**config.mk**
```make
export PLATFORM = sky130hd
export DESIGN_NAME = text_line_normalizer_dot_stuffer_top
export DESIGN_NICKNAME = d
export VERILOG_FILES = /design/src/design/tlnds_pkg.sv /design/src/design/tlnds_encode.sv /design/src/design/tlnds_serializer.sv /design/src/design/text_line_normalizer_dot_stuffer_top.sv
export SDC_FILE = /design/constraint.sdc
export NUM_CORES = 1
export LEC_CHECK = 0
export BUFFER_PORTS_ARGS = -buffer_cell sky130_fd_sc_hd__buf_2
export CAP_MARGIN = 15
export CORE_MARGIN = 10
export CORE_UTILIZATION = 45
export CTS_CLUSTER_DIAMETER = 120
export DETAILED_ROUTE_END_ITERATION = 16
export GPL_ROUTABILITY_DRIVEN = 0
export HOLD_SLACK_MARGIN = 0.15
export PLACE_DENSITY = 0.7
export SYNTH_ARGS = -nofsm -noshare
export SYNTH_HDL_FRONTEND = slang
export SYNTH_SLANG_ARGS = --single-unit
```
**constraint.sdc**
```tcl
create_clock -name clk -period 2.5 [get_ports clk]
set_input_delay 0.5 -clock clk [delete_from_list [all_inputs] [get_ports clk]]
set_output_delay 0.5 -clock clk [all_outputs]
set_load 0.02 [all_outputs]
```
**src/design/tlnds_pkg.sv**
```systemverilog
package tlnds_pkg;

	localparam int MaxBytes = 5;
	localparam int CntW     = 3;

	typedef logic [7:0] byte_t;

	localparam byte_t ChCr  = 8'h0D;
	localparam byte_t ChLf  = 8'h0A;
	localparam byte_t ChDot = 8'h2E;

	typedef struct packed {
		logic pending_return;
		logic line_start;
	} line_state_t;

	localparam line_state_t StateReset = '{pending_return: 1'b0, line_start: 1'b1};

	typedef struct packed {
		byte_t [MaxBytes-1:0] bytes;
		logic  [CntW-1:0]     count;
	} seq_t;

	typedef struct packed {
		logic            free;
		logic [CntW-1:0] count;
	} ser_status_t;

endpackage

```
**src/design/tlnds_encode.sv**
```systemverilog
module tlnds_encode import tlnds_pkg::*; (
	input  byte_t       data_byte,
	input  logic        end_of_file,
	input  line_state_t state,
	output seq_t        seq,
	output line_state_t state_next
);

	logic [CntW-1:0] n;
	logic            pr;
	logic            ls;
	logic            done;

	always_comb begin
		seq  = '0;
		n    = '0;
		pr   = state.pending_return;
		ls   = state.line_start;
		done = 1'b0;
		if (end_of_file) begin
			if (pr) begin
				seq.bytes[n] = ChCr; n = n + 1'b1;
				seq.bytes[n] = ChLf; n = n + 1'b1;
				ls = 1'b1;
			end
			if (!ls) begin
				seq.bytes[n] = ChCr; n = n + 1'b1;
				seq.bytes[n] = ChLf; n = n + 1'b1;
			end
			seq.bytes[n] = ChDot; n = n + 1'b1;
			seq.bytes[n] = ChCr;  n = n + 1'b1;
			seq.bytes[n] = ChLf;  n = n + 1'b1;
			pr = StateReset.pending_return;
			ls = StateReset.line_start;
		end else begin
			if (pr) begin
				pr = 1'b0;
				seq.bytes[n] = ChCr; n = n + 1'b1;
				seq.bytes[n] = ChLf; n = n + 1'b1;
				ls = 1'b1;
				done = (data_byte == ChLf);
			end
			if (!done) begin
				if (data_byte == ChCr) begin
					pr = 1'b1;
				end else if (data_byte == ChLf) begin
					seq.bytes[n] = ChCr; n = n + 1'b1;
					seq.bytes[n] = ChLf; n = n + 1'b1;
					ls = 1'b1;
				end else begin
					if (ls && data_byte == ChDot) begin
						seq.bytes[n] = ChDot; n = n + 1'b1;
					end
					seq.bytes[n] = data_byte; n = n + 1'b1;
					ls = 1'b0;
				end
			end
		end
		seq.count = n;
		state_next.pending_return = pr;
		state_next.line_start     = ls;
	end

endmodule

```
**src/design/tlnds_serializer.sv**
```systemverilog
module tlnds_serializer import tlnds_pkg::*; (
	input  logic        clk,
	input  logic        arst_n,
	input  logic        load,
	input  seq_t        seq,
	input  logic        result_stall,
	output logic        result_valid,
	output byte_t       out_byte,
	output logic        last,
	output ser_status_t status
);

	byte_t           bytes_q [MaxBytes];
	logic [CntW-1:0] cnt_q;
	logic            take;

	assign result_valid = (cnt_q != '0);
	assign out_byte     = bytes_q[0];
	assign last         = (cnt_q == CntW'(1));
	assign take         = result_valid && !result_stall;
	assign status.free  = (cnt_q == '0) || (last && !result_stall);
	assign status.count = cnt_q;

	always_ff @(posedge clk or negedge arst_n) begin
		if (!arst_n) begin
			cnt_q <= '0;
		end else if (load) begin
			cnt_q <= seq.count;
		end else if (take) begin
			cnt_q <= cnt_q - 1'b1;
		end
	end

	always_ff @(posedge clk) begin
		if (load) begin
			for (int i = 0; i < MaxBytes; i++) begin
				bytes_q[i] <= seq.bytes[i];
			end
		end else if (take) begin
			for (int i = 0; i < MaxBytes - 1; i++) begin
				bytes_q[i] <= bytes_q[i+1];
			end
		end
	end

endmodule

```
**src/design/text_line_normalizer_dot_stuffer_top.sv**
```systemverilog
// Text line normalizer with dot stuffing. Every line end (CR, LF or CR LF) leaves
// as CR LF, a dot opening a line is doubled, and an end-of-file item closes an open
// line and appends the terminator dot CR LF, then the block is ready for the next
// file. Each item passes an input register, is encoded into zero to five bytes and
// is loaded into an output shift register that sends one byte per cycle while
// result_stall is low, with last set on the final byte of the item. An item holds
// the output until its bytes are sent (a bare CR gives none); items of at most
// one byte pass one per cycle if not stalled; the byte-wide port sets the rate.
module text_line_normalizer_dot_stuffer_top import tlnds_pkg::*; (
	input  logic  clk,
	input  logic  arst_n,
	input  logic  item_valid,
	output logic  item_stall,
	input  byte_t data_byte,
	input  logic  end_of_file,
	output logic  result_valid,
	input  logic  result_stall,
	output byte_t out_byte,
	output logic  last
);

	logic        valid_s1;
	byte_t       data_byte_s1;
	logic        eof_s1;
	line_state_t state_q;
	line_state_t state_next;
	seq_t        seq;
	ser_status_t ser_status;
	logic        accept;
	logic        move;

	assign move       = valid_s1 && ser_status.free;
	assign item_stall = valid_s1 && !ser_status.free;
	assign accept     = item_valid && !item_stall;

	always_ff @(posedge clk or negedge arst_n) begin
		if (!arst_n) begin
			valid_s1 <= 1'b0;
			state_q  <= StateReset;
		end else begin
			if (accept) begin
				valid_s1 <= 1'b1;
			end else if (move) begin
				valid_s1 <= 1'b0;
			end
			if (move) begin
				state_q <= state_next;
			end
		end
	end

	always_ff @(posedge clk) begin
		if (accept) begin
			data_byte_s1 <= data_byte;
			eof_s1       <= end_of_file;
		end
	end

	tlnds_encode u_encode (
		.data_byte   (data_byte_s1),
		.end_of_file (eof_s1),
		.state       (state_q),
		.seq         (seq),
		.state_next  (state_next)
	);

	tlnds_serializer u_serializer (
		.clk          (clk),
		.arst_n       (arst_n),
		.load         (move),
		.seq          (seq),
		.result_stall (result_stall),
		.result_valid (result_valid),
		.out_byte     (out_byte),
		.last         (last),
		.status       (ser_status)
	);

	a_count_range: assert property (@(posedge clk) disable iff (!arst_n)
		ser_status.count <= CntW'(MaxBytes))
		else $error("output byte count out of range");

	a_load_count: assert property (@(posedge clk) disable iff (!arst_n)
		move |=> ser_status.count == $past(seq.count))
		else $error("serializer count does not match encoded item");

	a_eof_reset: assert property (@(posedge clk) disable iff (!arst_n)
		move && eof_s1 |=> state_q == StateReset)
		else $error("line state not reset after end of file");

	a_stall_held: assert property (@(posedge clk) disable iff (!arst_n)
		item_stall |-> valid_s1 && result_valid)
		else $error("input stalled with nothing in flight");

endmodule

```
==> results of run 1 <==
area by class of cell:
| type | count | area, um^2 | area share [%] |
|---|---|---|---|
| sequential | 49 | 1440 | 49.7 |
| multi-input combinational | 165 | 1030 | 35.4 |
| timing repair buffer | 36 | 215 | 7.41 |
| tap | 72 | 90.1 | 3.10 |
| clock buffer | 5 | 68.8 | 2.37 |
| inverter | 10 | 37.5 | 1.29 |
| clock inverter | 3 | 21.3 | 0.733 |
per-stage QoR:
stage / power, mW / hold slack [ps] / TNS (ps) / instances / cell area, um^2
5_1_grt: 3.47 / 350 / -61.0 / 340 / 2900
3_3_place_gp: 2.74 / 334 / 0 / 330 / 2780
3_5_place_dp: 2.77 / 332 / 0 / 330 / 2780
6_report: 3.23 / 363 / 0 / 340 / 2900
2_1_floorplan: 2.47 / 204 / 0 / 245 / 2610
4_1_cts: 3.25 / 353 / 0 / 339 / 2880
per-layer routing:
metal | global-route usage [%] | part of all wire (%) | vias up
met4 | 5.16 | 1.3 | 0
met3 | 2.33 | 5.8 | 7
met1 | 15.9 | 48 | 869
met5 | 0 | 0 | -
li1 | - | - | 935
met2 | 18.3 | 45 | 52
registers in the layout, summed over array words and instances, names as in the netlist:
name / count
state_q: 2
data_byte_s1: 8
valid_s1: 1
u_serializer.cnt_q: 3
u_serializer.bytes_q: 34
eof_s1: 1
cells in the mapped netlist (5+ instances only):
library cell	n	area share, %
a21oi_1	13	2.5
a31oi_1	5	1.2
and3_1	5	1.2
buf_4	8	2.3
clkbuf_1	10	1.4
dfrtp_1	5	4.8
edfxtp_1	43	50
ha_1	9	4.3
inv_1	9	1.3
nand2_1	35	5.1
nand3_1	7	1.3
nor2_1	13	1.9
nor2b_1	6	1.4
nor3_1	6	1.2
o21ai_1	14	2.7
o22a_1	5	1.7
power by group through the flow:
stage          clock (mW)  combinational [mW]  sequential [mW]
5_1_grt             0.520                1.36             1.59
4_1_cts             0.487                1.21             1.55
6_report            0.474                1.21             1.55
2_1_floorplan           0               0.968             1.51
3_3_place_gp            0                1.19             1.55
3_5_place_dp            0                1.20             1.57
placed cells by master, fill, tap and decap left out, types with 3 or more instances in the layout:
master	count
edfxtp_1	43
nand2_1	35
buf_2	23
o21ai_1	14
a21oi_1	13
nor2_1	13
buf_4	12
inv_1	9
nand3_1	7
ha_1	7
a31oi_1	5
nor2b_1	5
o22a_1	5
nor3_1	5
and3_1	5
clkbuf_8	5
dfrtp_1	5
mux2i_1	4
a211oi_1	4
nand4_1	3
nand2b_1	3
path summary, 6_finish.rpt:
check                      slack [ps]  cells after the start                                  start                                    end
min reg2reg                       530                      2  u_serializer.bytes_q[0][21]$_DFFE_PP_  u_serializer.bytes_q[0][13]$_DFFE_PP_
max                                60                      7              data_byte_s1[4]$_DFFE_PP_   u_serializer.bytes_q[0][9]$_DFFE_PP_
min                               360                      1                           data_byte[1]              data_byte_s1[1]$_DFFE_PP_
max in group asynchronous        1730                      2                                 arst_n                 state_q[0]$_DFFE_PN1P_
max reg2reg                        60                      7              data_byte_s1[4]$_DFFE_PP_   u_serializer.bytes_q[0][9]$_DFFE_PP_
min in group asynchronous         540                      2                                 arst_n      u_serializer.cnt_q[0]$_DFFE_PN0P_
cell families after synthesis:
group	synth area share, %
AOI/OAI and AO/OA	15.0
xor gates and xnor gates	0.337
adders and majority gates	4.34
buffers and inverters	5.78
DFF	55.5
muxes	1.54
other	0.144
and+or+nand+nor	17.3
timing repair:
action                                  4_1_cts  5_1_grt
endpoints found under the hold margin         5        0
endpoints found under the setup margin        0        8
setup buffers                                 0        1
hold buffers                                  1        0
resized for setup                             0        4
==> Flow_metrics.wiki, run 1 <==
{| class="wikitable"
! Metric !! Value
|-
| Slew of the pin with the lowest slew margin || 755 ps
|-
| Type of destination of the critical path || flip-flop
|-
| Die boundary width || 96.0 um
|-
| Layout net count || 289
|-
| Vias in the first global route || 1,851
|-
| Clk slew on worst S/H paths || 90 ps
|-
| Number of enable-type register cells in the synthesized netlist || 43
|-
| Logic pwr share || 37.4%
|-
| Type of the worst min-delay path || in -> reg
|-
| Outcome || finished clean
|-
| Cells after synthesis || 245
|-
| Overall routing resource usage || 11.9%
|-
| Vias per Instance || 5.48
|-
| Fin. max-slew vios || 0
|-
| Util after Layout || 52.4%
|-
| Routed wire per std cell || 15.3 um
|-
| Switching part of the total || 37.3%
|-
| P&R area growth vs syn || 11.8%
|-
| Flops & latches, synth || 49
|-
| Largest delay share family, worst path || simple AND/OR/NAND/NOR gates
|-
| Area of the core || 0.00554 mm^2
|-
| Signal arrival time at the worst endpoint || 2470 ps
|-
| Critical path class || reg -> reg
|-
| Die area || 0.00921 mm^2
|-
| Worst setup slack after layout || 62.9 ps
|-
| Detailed-router iteration count before antenna repair || 4
|-
| Number of sinks on the clock net || 49
|-
| Initial DRC count || 169
|-
| Minimum setup slack after placement || 59.1 ps
|-
| Worst-case clock skew || 5.33 ps
|-
| Warning count from the yosys run || 0
|-
| Clock buffers created by TritonCTS || 5
|-
| Highest fanout seen on the critical path || 6
|-
| TritonCTS clock tree || built
|-
| Ant diodes || 0
|-
| Final clock period utilization by the worst path || 97.5%
|-
| Vias post-DR || 1,863
|-
| Port bufs || 23
|-
| Number of antenna violations at the first check in global routing || 0
|-
| Type of origin of the critical path || flip-flop
|-
| Average instance area after synthesis || 10.6 um^2
|-
| Wire length of the first global-routing pass || 8.68 mm
|-
| Level count of the clock H-tree || 2
|-
| Proportion of synthesized flip-flops having asynchronous set or reset || 12.2%
|-
| Register share of total power || 48.0%
|-
| Post-DP HPWL || 3.69 mm
|-
| Net switching power || 1.20 mW
|-
| Slowest library cell on the worst path || or4b_1
|-
| Number of cell rows || 27
|-
| Netlist Area Pre-Place || 0.00260 mm^2
|-
| Count of final hold-check violations || 0
|-
| Clk Latency, worst-skew pair || 300 ps
|-
| Design internal power || 2.03 mW
|-
| Final setup violating endpoints || 0
|-
| Cell Chain, Critical Path || or4b_1 -> or3_4 -> inv_1 -> ha_2 -> nor2_1 -> a2111oi_1 -> o31ai_1
|-
| Number of primary I/O pins || 24
|-
| Fill cells || 512
|-
| Part of the Yosys area used for sequential elements || 55.5%
|-
| Maximum resistive drop on vdd || 0.643 mV
|-
| Largest net degree at the start of global routing || 33
|-
| Largest stage delay on the critical path || 560 ps
|-
| Initial Utilization || 46.9%
|-
| Clock power share || 14.7%
|-
| Count of antenna-violating nets left after detailed routing || 0
|-
| Nets in the synthesized netlist || 267
|-
| Leakage component of the power || 1.15 nW
|-
| Total of max-cap violations || 0
|-
| Total power divided by cell area || 1110 mW/mm^2
|-
| Peak clock frequency supported by timing || 0.410 GHz
|-
| Headroom to the max-slew limit || 49.7%
|-
| Required arrival time at the worst endpoint || 2540 ps
|-
| Distinct cell type count of the synthesized netlist || 48
|-
| CTS Root Cell || clkbuf_8
|-
| Die Y || 96.0 um
|-
| Layout cell share with drive strength beyond 1 || 19.4%
|-
| Grt total ovfl || 0
|-
| Remaining design rule violation count || 0
|-
| Final period demand of the worst path || 2440 ps
|-
| Final wirelength || 5.19 mm
|-
| Number of buffers between clock root and the deepest sink || 2
|-
| Leading register cell type out of synthesis || edfxtp_1
|-
| Number of buffer and inverter instances along the worst setup path || 1
|}
No activity file was read; power rests on OpenSTA's default activity.
==> inputs of run 2 (changes only) <==
--- a/config.mk
+++ b/config.mk
@@ -5,6 +5,7 @@
 export SDC_FILE = /design/constraint.sdc
 export NUM_CORES = 1
 export LEC_CHECK = 0
+export ABC_AREA = 1
 export BUFFER_PORTS_ARGS = -buffer_cell sky130_fd_sc_hd__buf_2
 export CAP_MARGIN = 15
 export CORE_MARGIN = 10
==> run 2 against run 1 <==
Against the previous run: worst setup slack improved by 160 ps; cell count increased by 11%; count of clock-buffer cells in the layout unchanged; critical endpoint is now u_serializer.bytes_q[0][11]$_DFFE_PP_; critical path type unchanged.
==> Flow_metrics.wiki, run 2 <==
{| class="wikitable"
! Metric !! Value
|-
| Outcome || finished clean
|-
| Clock buffers created by TritonCTS || 5 (unchanged)
|-
| Met2 Resource Use GR || 18.7% (+0.38 points)
|-
| Type of destination of the critical path || flip-flop
|-
| Wire length of the first global-routing pass || 8.80 mm (+1.3%)
|-
| Vias post-DR || 1,893 (+1.6%)
|-
| Area fraction of the dominant cell type after synthesis || 49.6% (-0.12 points)
|-
| Count of antenna-violating nets left after detailed routing || 0 (unchanged)
|-
| Proportion of synthesized flip-flops having asynchronous set or reset || 12.2% (unchanged)
|-
| Worst-case clock skew || 2.88 ps (-2.45 ps)
|-
| Number of enable-type register cells in the synthesized netlist || 43 (unchanged)
|-
| Number of buffers between clock root and the deepest sink || 2 (unchanged)
|-
| Type of origin of the critical path || flip-flop
|-
| Grt total ovfl || 0 (unchanged)
|-
| Peak clock frequency supported by timing || 0.438 GHz (+6.9%)
|-
| Clk slew on worst S/H paths || 80 ps (about the same)
|-
| Final Total Pwr || 3.07 mW (-4.8%)
|-
| Register-to-register setup slack || 220 ps (+160 ps)
|-
| Post-DP HPWL || 3.83 mm (+3.9%)
|-
| Minimum setup slack after placement || 281 ps (+222 ps)
|-
| Final period demand of the worst path || 2280 ps (-156 ps)
|-
| Hold_ws || 370 ps (+6.13 ps)
|-
| Commonest non-fill, non-tap cells in the layout || nand2_1, edfxtp_1, nor2_1, inv_1, buf_2
|-
| Worst setup slack after layout || 219 ps (+156 ps)
|-
| P&R area growth vs syn || 7.06%
|-
| CTS Root Cell || clkbuf_8
|-
| Top cells by area in the synthesized netlist || edfxtp_1, nand2_1, dfrtp_1
|-
| Most heavily used metal layer in global routing || met2
|-
| Setup repair after global routing missed its margin || no
|-
| Leading register cell type out of synthesis || edfxtp_1
|-
| Vias in the first global route || 1,892 (+2.2%)
|-
| Fin. max-slew vios || 0 (unchanged)
|-
| Register with the most flip-flops || u_serializer.bytes_q
|-
| Die Y || 96.1 um (about the same)
|-
| Cell Chain, Critical Path || inv_1 -> nand2_1 -> nor2_1 -> nand3_1 -> inv_1 -> ha_1 -> nor2_1 -> a21oi_1 -> nand2_1 -> nand2_1 -> nand3_1 -> nand2_1 -> nand2_1
|-
| Final wirelength || 5.19 mm (about the same)
|-
| Number of buffer and inverter instances along the worst setup path || 2 (+1)
|-
| Netlist Area Pre-Place || 0.00260 mm^2 (+0.24%)
|-
| Flip-flop count of the largest register after layout || 34 (unchanged)
|-
| Count of final hold-check violations || 0 (unchanged)
|-
| Distinct cell type count of the synthesized netlist || 27 (-44%)
|-
| Part of the Yosys area used for sequential elements || 55.4% (-0.13 points)
|-
| Initial DRC count || 164 (-3.0%)
|-
| Final setup violating endpoints || 0 (unchanged)
|-
| Critical path class || reg -> reg
|-
| # resized after CTS || 0 (unchanged)
|-
| Die area || 0.00923 mm^2 (+0.19%)
|-
| Layout cell share with drive strength beyond 1 || 14.1% (-5.3 points)
|-
| Warning count from the yosys run || 0 (unchanged)
|-
| Most repeated cell in the gate-level netlist after synthesis || nand2_1
|-
| TritonCTS clock tree || built
|-
| Number of cell rows || 27 (unchanged)
|-
| Die boundary width || 96.1 um (about the same)
|-
| GR Util met1 || 15.1% (-0.80 points)
|-
| Initial Utilization || 46.7% (-0.17 points)
|-
| Met3 Use GR || 4.05% (+1.7 points)
|-
| Largest delay share family, worst path || simple AND/OR/NAND/NOR gates
|-
| Nets in the synthesized netlist || 308 (+15%)
|-
| Detailed-router iteration count before antenna repair || 4 (unchanged)
|-
| Number of primary I/O pins || 24 (unchanged)
|-
| Largest stage delay on the critical path || 460 ps (-100 ps)
|-
| Leakage component of the power || 1.27 nW (+10%)
|-
| Type of the worst min-delay path || in -> reg
|-
| Maximum resistive drop on vdd || 0.494 mV (-23%)
|-
| Routed wire per std cell || 13.8 um (-9.6%)
|-
| Port bufs || 23 (unchanged)
|-
| Number of sinks on the clock net || 49 (unchanged)
|-
| Total of max-cap violations || 0 (unchanged)
|-
| Flops & latches, synth || 49 (unchanged)
|-
| Top Registers || u_serializer.bytes_q x34, data_byte_s1 x8, u_serializer.cnt_q x3
|-
| Commonest cells in the netlist || nand2_1, edfxtp_1, nor2_1, inv_1
|-
| Layout net count || 325 (+12%)
|-
| Cells after synthesis || 286 (+17%)
|-
| Clk Latency, worst-skew pair || 300 ps (about the same)
|-
| Signal arrival time at the worst endpoint || 2340 ps (-130 ps)
|-
| Area of the core || 0.00557 mm^2 (+0.61%)
|-
| Vias per Instance || 5.03 (-8.1%)
|-
| Slowest library cell on the worst path || edfxtp_1
|-
| Commonest non-fill, non-tap cell in the layout || nand2_1
|-
| Critical path's most frequent cell || nand2_1
|-
| Total power divided by cell area || 1100 mW/mm^2 (-0.86%)
|-
| Highest fanout seen on the critical path || 9 (+3)
|-
| Sum of negative setup slack || 0 ps (unchanged)
|-
| Remaining design rule violation count || 0 (unchanged)
|-
| Average instance area after synthesis || 9.10 um^2 (-14%)
|-
| Largest net degree at the start of global routing || 35 (+6.1%)
|-
| Ant diodes || 0 (unchanged)
|-
| Required arrival time at the worst endpoint || 2560 ps (+20 ps)
|-
| Overall routing resource usage || 12.2% (+0.36 points)
|-
| Final clock period utilization by the worst path || 91.2% (-6.3 points)
|-
| Number of antenna violations at the first check in global routing || 0 (unchanged)
|-
| Level count of the clock H-tree || 2 (unchanged)
|-
| Top cell type by total area after synthesis || edfxtp_1
|}
[run 2: worst paths after layout]
| kind | startpoint | endpoint | cells past startpoint |
|---|---|---|---|
| max | data_byte_s1[0]$_DFFE_PP_ | u_serializer.bytes_q[0][11]$_DFFE_PP_ | 13 |
| min | data_byte[4] | data_byte_s1[4]$_DFFE_PP_ | 1 |
| max reg2reg | data_byte_s1[0]$_DFFE_PP_ | u_serializer.bytes_q[0][11]$_DFFE_PP_ | 13 |
| min reg2reg | u_serializer.bytes_q[0][20]$_DFFE_PP_ | u_serializer.bytes_q[0][12]$_DFFE_PP_ | 2 |
| max in group asynchronous | arst_n | state_q[0]$_DFFE_PN1P_ | 2 |
| min in group asynchronous | arst_n | valid_s1$_DFFE_PN0P_ | 2 |
[run 2: kinds of logic after synthesis]
group                      synth area share (%)
DFF                                        55.4
xor gates and xnor gates                  0.336
buffers and inverters                      8.94
and+or+nand+nor                            23.7
AOI/OAI and AO/OA                          7.16
adders and majority gates                  4.32
other                                     0.144
[run 2: area by class of cell]
cell class | instances | area (um^2)
Inverter | 26 | 97.6
Tap cell | 72 | 90.1
Multi-Input combinational cell | 194 | 928
Clock inverter | 3 | 12.5
Sequential cell | 49 | 1440
Fill cell | 537 | 2790
Clock buffer | 5 | 68.8
Timing Repair Buffer | 27 | 148
[run 2: per-stage QoR]
step / util (%) / std cells / area (um^2)
finish: 50.0 / 376 / 2790
global route: 50.0 / 376 / 2790
CTS: 50.0 / 376 / 2790
detailed placement: 48.4 / 367 / 2700
global placement: 48.4 / 367 / 2700
floorplan: - / 286 / 2600
[run 2: power breakdown]
part           internal, mW  switching [mW]
combinational         0.346           0.787
sequential             1.37           0.128
clock                 0.189           0.251
[run 2: worst reg2reg max path, cell delays in order, from the launching register on]
cell and delay (ps):
edfxtp_1 460, inv_1 110, nand2_1 70, nor2_1 100, nand3_1 200, inv_1 150, ha_1 350, nor2_1 110
a21oi_1 130, nand2_1 70, nand2_1 80, nand3_1 70, nand2_1 80, nand2_1 60
[run 2: metal layers]
| layer | up-vias | share of wire, % | wire [um] |
|---|---|---|---|
| li1 | 968 | - | - |
| met1 | 847 | 45 | 2350 |
| met2 | 59 | 44 | 2280 |
| met3 | 19 | 7.0 | 362 |
| met4 | 0 | 3.7 | 192 |
| met5 | - | 0 | 0 |
[run 2: what timing repair did]
action	in CTS	in global routing
buffers inserted	0	0
hold endpoints to repair	5	0
hold buffers	1	0
endpoints found under the setup margin	0	0
==> inputs of run 3 (changes only) <==
--- a/config.mk
+++ b/config.mk
@@ -14,6 +14,7 @@
 export DETAILED_ROUTE_END_ITERATION = 16
 export GPL_ROUTABILITY_DRIVEN = 0
 export HOLD_SLACK_MARGIN = 0.15
+export MAX_ROUTING_LAYER = met4
 export PLACE_DENSITY = 0.7
 export SYNTH_ARGS = -nofsm -noshare
 export SYNTH_HDL_FRONTEND = slang
==> run 3 against run 2 <==
Against the previous run: hold slack about the same; sequential share of layout area did not move; non-clock buffer count unchanged; register-to-register slack about the same; first-iteration DRC count is 7.3% higher; count of clock-buffer cells in the layout unchanged; worst setup slack worse by 13 ps; sequential power about the same; clock skew rose by 0.53 ps; critical endpoint unchanged; largest cell class unchanged.
==> Flow_metrics.wiki, run 3 (same netlist as run 2, synthesis figures left out) <==
{| class="wikitable"
! Metric !! Value
|-
| Area of the core || 0.00557 mm^2 (unchanged)
|-
| Cell area after placement || 0.00270 mm^2 (unchanged)
|-
| Number of primary I/O pins || 24 (unchanged)
|-
| Post-DP HPWL || 3.83 mm (unchanged)
|-
| Flip-flop count of the largest register after layout || 34 (unchanged)
|-
| Level count of the clock H-tree || 2 (unchanged)
|-
| Register with the most flip-flops || u_serializer.bytes_q
|-
| Slowest library cell on the worst path || edfxtp_1
|-
| Number of buffer and inverter instances along the worst setup path || 2 (unchanged)
|-
| Type of origin of the critical path || flip-flop
|-
| Clk Latency, worst-skew pair || 300 ps (about the same)
|-
| Largest delay share family, worst path || simple AND/OR/NAND/NOR gates
|-
| Final wirelength || 5.19 mm (+0.12%)
|-
| Post-CTS Setup Inserts || 0 (unchanged)
|-
| Count of final hold-check violations || 0 (unchanged)
|-
| Highest fanout seen on the critical path || 9 (unchanged)
|-
| Maximum resistive drop on vdd || 0.494 mV (-0.10%)
|-
| Type of destination of the critical path || flip-flop
|-
| Layout cell share with drive strength beyond 1 || 14.1% (unchanged)
|-
| Overall routing resource usage || 12.6% (+0.38 points)
|-
| Die Y || 96.1 um (unchanged)
|-
| Type of the worst min-delay path || in -> reg
|-
| Detailed-router iteration count before antenna repair || 4 (unchanged)
|-
| Final Cell Area || 0.00279 mm^2 (unchanged)
|-
| Total of max-cap violations || 0 (unchanged)
|-
| Sum of negative setup slack || 0 ps (unchanged)
|-
| Worst-case clock skew || 3.42 ps (+0.534 ps)
|-
| Met3 Use GR || 3.81% (-0.23 points)
|-
| Largest stage delay on the critical path || 460 ps (about the same)
|-
| Commonest non-fill, non-tap cells in the layout || nand2_1, edfxtp_1, nor2_1, inv_1, buf_2
|-
| Total power divided by cell area || 1100 mW/mm^2 (-0.15%)
|-
| Final period demand of the worst path || 2290 ps (+13.4 ps)
|-
| Fin. max-slew vios || 0 (unchanged)
|-
| Number of sinks on the clock net || 49 (unchanged)
|-
| TritonCTS clock tree || built
|-
| Count of antenna-violating nets left after detailed routing || 0 (unchanged)
|-
| Hold_ws || 370 ps (+0.459 ps)
|-
| Top Registers || u_serializer.bytes_q x34, data_byte_s1 x8, u_serializer.cnt_q x3
|-
| Number of placed cells counting well taps || 367 (unchanged)
|-
| Vias in the first global route || 1,891 (-0.053%)
|-
| Final clock period utilization by the worst path || 91.8% (+0.54 points)
|-
| Cell Chain, Critical Path || inv_1 -> nand2_1 -> nor2_1 -> nand3_1 -> inv_1 -> ha_1 -> nor2_1 -> a21oi_1 -> nand2_1 -> nand2_1 -> nand3_1 -> nand2_1 -> nand2_1
|-
| Setup repair after global routing missed its margin || no
|-
| Commonest non-fill, non-tap cell in the layout || nand2_1
|-
| Wire length of the first global-routing pass || 8.81 mm (+0.16%)
|-
| Leakage component of the power || 1.27 nW (unchanged)
|-
| Number of cell rows || 27 (unchanged)
|-
| P&R area growth vs syn || 7.06% (unchanged)
|-
| Initial DRC count || 176 (+7.3%)
|-
| Number of antenna violations at the first check in global routing || 0 (unchanged)
|-
| GR Util met1 || 15.3% (+0.19 points)
|-
| Die boundary width || 96.1 um (unchanged)
|-
| Grt total ovfl || 0 (unchanged)
|-
| Clk slew on worst S/H paths || 80 ps (about the same)
|-
| Number of buffers between clock root and the deepest sink || 2 (unchanged)
|-
| Initial Utilization || 46.7% (unchanged)
|-
| Critical path class || reg -> reg
|-
| Clock buffers created by TritonCTS || 5 (unchanged)
|-
| Largest net degree at the start of global routing || 35 (unchanged)
|-
| Outcome || finished clean
|-
| Required arrival time at the worst endpoint || 2560 ps (about the same)
|-
| Routed wire per std cell || 13.8 um (+0.12%)
|-
| Vias post-DR || 1,912 (+1.0%)
|-
| Non-filler instance count after layout || 376 (unchanged)
|-
| Met2 Resource Use GR || 18.7% (unchanged)
|-
| Die area || 0.00923 mm^2 (unchanged)
|-
| Layout net count || 325 (unchanged)
|-
| Final setup violating endpoints || 0 (unchanged)
|-
| Final Total Pwr || 3.07 mW (-0.15%)
|-
| Remaining design rule violation count || 0 (unchanged)
|-
| Signal arrival time at the worst endpoint || 2350 ps (about the same)
|-
| CTS Root Cell || clkbuf_8
|-
| Vias per Instance || 5.09 (+1.0%)
|-
| Peak clock frequency supported by timing || 0.436 GHz (-0.58%)
|-
| Port bufs || 23 (unchanged)
|-
| Fill cells || 537 (unchanged)
|-
| Critical path's most frequent cell || nand2_1
|-
| Ant diodes || 0 (unchanged)
|-
| Most heavily used metal layer in global routing || met2
|}
==> run 3: cell counts in the layout (fill, tap and decap cells not counted) <==
Identical to the previous run, type by type.
==> run 3: final timing paths <==
kind                                                       start  slack [ps]  cells after the start                                    end
min                                                 data_byte[4]         370                      1              data_byte_s1[4]$_DFFE_PP_
max                                    data_byte_s1[0]$_DFFE_PP_         210                     13  u_serializer.bytes_q[0][11]$_DFFE_PP_
max reg2reg                            data_byte_s1[0]$_DFFE_PP_         210                     13  u_serializer.bytes_q[0][11]$_DFFE_PP_
min in group asynchronous                                 arst_n         540                      2                   valid_s1$_DFFE_PN0P_
max in group asynchronous                                 arst_n        1730                      2                 state_q[0]$_DFFE_PN1P_
min reg2reg                u_serializer.bytes_q[0][20]$_DFFE_PP_         520                      2  u_serializer.bytes_q[0][12]$_DFFE_PP_
==> run 3: timing repair <==
item | 4_1_cts | 5_1_grt
hold buffers | 1 | 0
endpoints found under the hold margin | 5 | 0
gates resized for setup | 0 | 0
==> run 3: layer usage <==
layer	share of wire, %	up-vias	wire length (um)
li1	-	967	-
met1	46	869	2390
met2	45	63	2320
met3	6.5	13	340
met4	2.7	0	141
met5	0	-	0
==> run 3: worst reg2reg max path: stages (launching register included) <==
cell and delay [ps]:
edfxtp_1 460, inv_1 110, nand2_1 70, nor2_1 100
nand3_1 200, inv_1 150, ha_1 350, nor2_1 110
a21oi_1 140, nand2_1 70, nand2_1 80, nand3_1 70
nand2_1 80, nand2_1 60
==> run 3: area by class of cell <==
| class | instances | area, um^2 | share of cell area [%] |
|---|---|---|---|
| Tap cell | 72 | 90.1 | 3.23 |
| Clock buffer | 5 | 68.8 | 2.47 |
| Timing Repair Buffer | 27 | 148 | 5.30 |
| Clock inverter | 3 | 12.5 | 0.449 |
| Multi-Input combinational cell | 194 | 928 | 33.3 |
| Sequential cell | 49 | 1440 | 51.8 |
| Inverter | 26 | 97.6 | 3.50 |
==> run 3: metrics by stage <==
stage / util (%) / worst slack [ps]
detailed placement: 48.4 / 281
finish: 50.0 / 206
floorplan: - / 433
CTS: 50.0 / 261
global placement: 48.4 / 406
global route: 50.0 / 0.574
==> run 3: report_power, final <==
group	leakage [nW]	switching, mW	internal [mW]	total (mW)
logic	0.728	0.785	0.346	1.13
registers	0.495	0.128	1.37	1.50
clock network	0.0430	0.249	0.189	0.437
total	1.27	1.16	1.91	3.07
